<file path="src/hw/rtl/sfrc_pkg.sv">
// Shared types and constants for the serial frame receiver and checker.
package sfrc_pkg;

  // Request codes carried in req_type
  localparam logic REQ_DATA  = 1'b0;
  localparam logic REQ_CLEAR = 1'b1;

  // Frame framing constants
  localparam logic [7:0] PREAMBLE_BYTE = 8'h5A;
  localparam logic [7:0] POST_FIRST    = 8'h0D;
  localparam logic [7:0] POST_SECOND   = 8'h0A;
  localparam logic [8:0] OVERHEAD      = 9'd3;
  localparam logic [7:0] MIN_LENGTH    = 8'd5;
  localparam logic [7:0] LEN_ONE_VALUE = 8'd6;
  localparam logic [7:0] LEN_TWO_VALUE = 8'd7;

  // Configuration register index (byte address 8*i)
  localparam logic REG_VALID_KEY_MASK = 1'b0;
  localparam logic [63:0] KEY_MASK_RESET = '1;

  typedef struct packed {
    logic       req_type;
    logic [7:0] rx_byte;
  } in_item_t;

  typedef struct packed {
    logic        accepted;
    logic        frame_complete;
    logic        frame_valid;
    logic [7:0]  key_code;
    logic [15:0] value_word;
    logic [1:0]  value_bytes;
  } out_item_t;

  // Per-frame receiver state
  typedef struct packed {
    logic [8:0]  byte_count;
    logic [7:0]  frame_length;
    logic [7:0]  running_sum;
    logic [7:0]  key_byte;
    logic [15:0] value_bytes_held;
    logic [7:0]  received_checksum;
    logic [15:0] tail_bytes;
  } frame_state_t;

endpackage

</file>
<file path="src/hw/rtl/serial_frame_receiver_checker_top.sv">
// Top level of the serial frame receiver and checker.
//
//   port group   dir   handshake          payload
//   in_*         in    in_valid/in_stall  in_item  (req_type, rx_byte)
//   out_*        out   out_valid/out_stall out_item (accepted ... value_bytes)
//   APB          in    psel/penable/pready valid_key_mask at byte address 0
//
// One item per cycle sustained while the output is not stalled; each item passes
// through the input register and then into the result register.
// The frame state updates as the item moves into the result register.
// A stall on the output holds both stages and backs up into in_stall.
// Synchronous active-high reset clears the frame state and sets the key mask
// to all ones; no clearing pass is needed.
module serial_frame_receiver_checker_top #(
  parameter int BUFFER_DEPTH = 16
) (
  input  logic                 clk,
  input  logic                 rst,
  input  logic                 in_valid,
  output logic                 in_stall,
  input  sfrc_pkg::in_item_t   in_item,
  output logic                 out_valid,
  input  logic                 out_stall,
  output sfrc_pkg::out_item_t  out_item,
  input  logic                 psel,
  input  logic                 penable,
  input  logic                 pwrite,
  input  logic [3:0]           paddr,
  input  logic [63:0]          pwdata,
  output logic [63:0]          prdata,
  output logic                 pready
);
  import sfrc_pkg::*;

  logic        key_mask_wr;
  logic [63:0] key_mask;

  logic        hold_valid;
  in_item_t    hold_item;
  logic        advance;
  logic        step;
  out_item_t   step_result;

  // Configuration register
  assign pready      = 1'b1;
  assign key_mask_wr = psel && penable && pwrite && (paddr[3] == REG_VALID_KEY_MASK);
  assign prdata      = (paddr[3] == REG_VALID_KEY_MASK) ? key_mask : 64'd0;

  always_ff @(posedge clk) begin
    if (rst) begin
      key_mask <= KEY_MASK_RESET;
    end else if (key_mask_wr) begin
      key_mask <= pwdata;
    end
  end

  // Pipeline control: result register frees when empty or taken
  assign advance  = !out_valid || !out_stall;
  assign step     = hold_valid && advance;
  assign in_stall = hold_valid && !advance;

  // Input register
  always_ff @(posedge clk) begin
    if (rst) begin
      hold_valid <= 1'b0;
    end else if (!in_stall) begin
      hold_valid <= in_valid;
    end
  end

  always_ff @(posedge clk) begin
    if (!in_stall && in_valid) begin
      hold_item <= in_item;
    end
  end

  sfrc_frame #(
    .BUFFER_DEPTH(BUFFER_DEPTH)
  ) u_frame (
    .clk      (clk),
    .rst      (rst),
    .step     (step),
    .item     (hold_item),
    .key_mask (key_mask),
    .result   (step_result)
  );

  // Result register
  always_ff @(posedge clk) begin
    if (rst) begin
      out_valid <= 1'b0;
    end else if (advance) begin
      out_valid <= hold_valid;
    end
  end

  always_ff @(posedge clk) begin
    if (step) begin
      out_item <= step_result;
    end
  end

endmodule

</file>
<file path="src/hw/rtl/sfrc_frame.sv">
// Frame state registers and the per-item update and check logic.
module sfrc_frame #(
  parameter int BUFFER_DEPTH = 16
) (
  input  logic              clk,
  input  logic              rst,
  input  logic              step,
  input  sfrc_pkg::in_item_t item,
  input  logic [63:0]       key_mask,
  output sfrc_pkg::out_item_t result
);
  import sfrc_pkg::*;

  frame_state_t state;
  frame_state_t state_next;

  logic [8:0] pos;
  logic [8:0] eff_len;
  logic       cur_complete;
  logic       refuse;
  logic       store;
  logic [7:0] b;
  logic [7:0] len_new;
  logic [8:0] eff_len_n;
  logic       complete_n;
  logic       key_ok_n;
  logic       valid_n;

  assign pos = state.byte_count;
  assign b   = item.rx_byte;

  // Decide whether this byte is refused against the current state
  always_comb begin
    eff_len      = (pos > 9'd2) ? {1'b0, state.frame_length} : 9'd0;
    cur_complete = (pos == eff_len + OVERHEAD);
    refuse       = (pos >= 9'(BUFFER_DEPTH)) || cur_complete ||
                   ((pos < 9'd2) && (b != PREAMBLE_BYTE));
    store        = (item.req_type == REQ_DATA) && !refuse;
  end

  // Build the state after this item
  always_comb begin
    state_next = state;
    len_new    = (pos == 9'd2) ? b : state.frame_length;
    if (item.req_type == REQ_CLEAR) begin
      state_next = '0;
    end else if (store) begin
      state_next.frame_length = len_new;
      if (pos == 9'd4) begin
        state_next.key_byte = b;
      end
      if (pos == 9'd5) begin
        state_next.value_bytes_held[15:8] = b;
      end
      if (pos == 9'd6) begin
        state_next.value_bytes_held[7:0] = b;
      end
      // Sum all bytes before the checksum position, latch the checksum, then shift in the tail
      if ((pos < 9'd2) || (pos < {1'b0, len_new})) begin
        state_next.running_sum = state.running_sum + b;
      end else if (pos == {1'b0, len_new}) begin
        state_next.received_checksum = b;
      end else begin
        state_next.tail_bytes = {state.tail_bytes[7:0], b};
      end
      state_next.byte_count = pos + 9'd1;
    end
  end

  // Check the resulting state and form the result item
  always_comb begin
    eff_len_n  = (state_next.byte_count > 9'd2) ? {1'b0, state_next.frame_length} : 9'd0;
    complete_n = (state_next.byte_count == eff_len_n + OVERHEAD);
    key_ok_n   = (state_next.key_byte[7:6] == 2'b00) &&
                 key_mask[state_next.key_byte[5:0]];
    valid_n    = complete_n && (state_next.frame_length >= MIN_LENGTH) && key_ok_n &&
                 (state_next.running_sum == state_next.received_checksum) &&
                 (state_next.tail_bytes == {POST_FIRST, POST_SECOND});

    result                = '0;
    result.accepted       = store && (complete_n ? valid_n : 1'b1);
    result.frame_complete = complete_n;
    result.frame_valid    = valid_n;
    result.key_code       = state_next.key_byte;
    if (complete_n && (state_next.frame_length == LEN_ONE_VALUE)) begin
      result.value_word  = {8'h00, state_next.value_bytes_held[15:8]};
      result.value_bytes = 2'd1;
    end else if (complete_n && (state_next.frame_length == LEN_TWO_VALUE)) begin
      result.value_word  = state_next.value_bytes_held;
      result.value_bytes = 2'd2;
    end
  end

  // Commit state when the item moves to the result register
  always_ff @(posedge clk) begin
    if (rst) begin
      state <= '0;
    end else if (step) begin
      state <= state_next;
    end
  end

endmodule
</file>
<file path="config.mk">
export PLATFORM = sky130hd
export DESIGN_NAME = serial_frame_receiver_checker_top
export DESIGN_NICKNAME = d
export VERILOG_FILES = /design/src/hw/rtl/sfrc_pkg.sv /design/src/hw/rtl/serial_frame_receiver_checker_top.sv /design/src/hw/rtl/sfrc_frame.sv
export SDC_FILE = /design/constraint.sdc
export NUM_CORES = 1
export LEC_CHECK = 0
export BUFFER_PORTS_ARGS = -buffer_cell sky130_fd_sc_hd__buf_4
export CORE_MARGIN = 1
export CORE_UTILIZATION = 55
export CTS_CLUSTER_SIZE = 30
export DETAILED_ROUTE_END_ITERATION = 12
export GPL_ROUTABILITY_DRIVEN = 1
export PLACE_DENSITY = 0.82
export RECOVER_POWER = 50
export SLEW_MARGIN = 0
export SYNTH_ARGS = -nofsm -noshare
export SYNTH_HDL_FRONTEND = slang
export SYNTH_SLANG_ARGS = --single-unit
</file>
<file path="constraint.sdc">
create_clock -name clk -period 7.1 [get_ports clk]
set_input_delay 1.42 -clock clk [delete_from_list [all_inputs] [get_ports clk]]
set_output_delay 1.42 -clock clk [all_outputs]
set_load 0.01 [all_outputs]
</file>
==> flow_summary.toml <==
[run_status]
outcome = "complete, but fails checks"
violations = "capacitance limit, slew limit"

[synthesis]
synth_most_common_cell = "nand2_1"
syn-num-nets = 1285
synth_area_leader_cell = "dfxtp_1"
ys_async_sr_fraction = 0
seq_area_frac_synth = 0.387
synth_cell_types = 91
synth_area_sq_um = 10100
ys_seq_elements = 177
synth_cells = 1179
synth_top_area_share = 0.275
synth-main-ff-cell = "dfxtp_1"
avgSynthCellArea_sq_um = 8.59
yosys-top-cells-count = "nand2_1 (202), dfxtp_1 (139), nor2_1 (111)"
synth_area_leaders = "dfxtp_1 (27%), edfxtp_1 (11%), nand2_1 (7.5%), nand3b_1 (4.9%), nor2b_1 (4.9%)"
yosysWarnings = 0
synth_edf_count = 38

[clocking]
clk_latency_ps = 440
cts_buffers = 17
cts_resized = 0
clock-sinks = 177
cts_hold_buf = 0
htree_levels = 4
clockRootBuffer = "clkbuf_16"
tritoncts = "yes"
cts.clk_slew.worst_paths_ps = 80
clockBufferDepth = 2
post_cts_buffers = 0

[critical_path]
critical-path-max-stage-delay_ps = 640
cp_slowest_cell = "dfxtp_1"
cp.arrival_ps = 6540
worstSetupEndpointType = "register"
cp.required_ps = 7380
critPathKind = "register to register"
cp-start-kind = "register"
cp_cell_sequence = "inv_1, o21ai_0, nand2_1, ha_1, nand4b_1, or3_1, o22ai_1, a32oi_2, nor4_2, buf_4, nand3_1, and3b_1, a31oi_1, nand2_1, ha_1, o31ai_1, a211oi_1, o31ai_1, o311ai_1, a2111oi_4, nand4_4, buf_12, nor3_1"
path_max_fanout = 18

[cells_and_area]
fin_area_sq_um = 12000
finalNetCount = 1418
area_growth_pct = 18.2
diodes = 0
final_util = 0.665
num-fill-cells = 1485
drive_above_1_share = 0.180

[detailed_routing]
dr_total_vias = 9375
route.detailed.wl_per_inst_um = 18.8
drc = 0
drt_first_pass_iters = 5
antenna_left = 0
via_per_inst = 6.03
drt_iter0_drc = 974
drt_wl_total_um = 29200

[global_routing]
grt_use_met1 = 0.391
use_met2 = 0.507
busiest_layer = "met2"
overflow = 0
grt_pass1_wl_um = 45500
first_global_vias = 8783
grt_usage = 0.310
antenna_found_initial = 0
grt.met3_usage = 0.0802
grt_max_degree = 73

[pwr]
worst_ir_drop_vdd_mv = 0.167
powerDensity_nw_per_um2 = 188
p_leak_nw = 4.65

[floorplanning]
core_sq_um = 18000
rows = 49
die_w_um = 138
start_util = 0.562
die_y_um = 138
fp.dieArea_sq_um = 19000
ioPinCount = 180

[timing]
finalWorstPathRequiredPeriod_ps = 6270
tightestPinTransition_ps = 3250
rsz0062_at_grt = "no"
fin_tns_setup_ps = 0
setup_viol = 0
finalMaxSlewViolations = 305
fmax_mhz = 160
relSlewSlack = -1.17
fin_skew_ps = 8.59
finalCritPeriodShare = 0.883
finalHoldViolations = 0

[placement]
dp_hpwl_um = 20100
place_area_sq_um = 11600
gp_congestion = 0.976
port_buffers = 175

[job]
maxCapViolCount = 5

[worst_hold_path]
hp-class = "register to register"
==> final timing paths <==
check / cells past startpoint / slack [ps] / endpoint / start
setup / recovery: 23 / 830 / out_item[13] / u_frame.pos[1]
hold / removal: 2 / 450 / u_frame.state[44] / u_frame.state[44]
setup reg to reg: 23 / 830 / out_item[13] / u_frame.pos[1]
hold reg to reg: 2 / 450 / u_frame.state[44] / u_frame.state[44]
==> state kept, by name (all words and copies together) (netlist names) <==
signal / flops
hold_item: 9
hold_valid: 1
key_mask: 64
out_item: 29
out_valid: 1
u_frame.pos: 9
u_frame.state: 64
==> worst max-delay path, delay by kind of cell, from the launching register on <==
| family | cells | cell delay [ps] |
|---|---|---|
| DFF | 1 | 640 |
| adders and majority gates | 2 | 580 |
| and+or+nand+nor | 9 | 1840 |
| buffers and inverters | 3 | 580 |
| AOI/OAI and AO/OA | 9 | 2440 |
==> layer usage <==
layer | vias up | routed length [um]
met2 | 387 | 13600
met1 | 4472 | 12300
met3 | 59 | 2540
met4 | 0 | 720
li1 | 4457 | -
met5 | - | 0
==> cell type report <==
class | instances | area (sq um) | area share
Inverter | 23 | 86.3 | 0.00720
Tap cell | 229 | 287 | 0.0239
Timing Repair Buffer | 203 | 1370 | 0.114
Clock buffer | 17 | 425 | 0.0355
Sequential cell | 177 | 3920 | 0.327
Multi-Input combinational cell | 890 | 5740 | 0.479
Clock inverter | 15 | 145 | 0.0121
==> per-stage QoR <==
stage	std cells	worst slack, ps	hold WS (ps)	total power [mW]
6_report	1554	832	450	2.25
2_1_floorplan	1179	1170	433	1.23
3_3_place_gp	1522	1190	439	1.36
5_1_grt	1554	532	477	2.32
4_1_cts	1554	951	454	2.26
3_5_place_dp	1522	953	444	1.36
==> report_power, final <==
part	internal [mW]	leakage, nW	switching, mW	total (mW)
logic	0.114	2.89	0.144	0.258
clock network	0.466	0.282	0.449	0.915
registers	1.05	1.48	0.0240	1.08
total	1.63	4.65	0.618	2.25
==> kinds of logic (layout without fill, tap and decap cells) <==
logic type / count (synthesis) / in the layout / synth area share
other: 1 / 1 / 0.000370
xor gates and xnor gates: 28 / 28 / 0.0242
muxes: 65 / 65 / 0.0774
and+or+nand+nor: 561 / 561 / 0.284
buffers and inverters: 112 / 258 / 0.0467
adders and majority gates: 22 / 22 / 0.0279
AOI/OAI and AO/OA: 213 / 213 / 0.152
DFF: 177 / 177 / 0.387
==> cell usage in the layout (no fill, tap or decap), drive strengths merged, types with 21 or more instances in the layout <==
| cell | n |
|---|---|
| nand3b | 66 |
| a21oi | 50 |
| o21ai | 31 |
| nand2 | 202 |
| inv | 30 |
| edfxtp | 38 |
| buf | 150 |
| mux2i | 42 |
| dfxtp | 139 |
| ha | 21 |
| clkbuf | 70 |
| nor2 | 113 |
| nor2b | 79 |
| a22oi | 43 |
(Power assumes the default switching activity.)
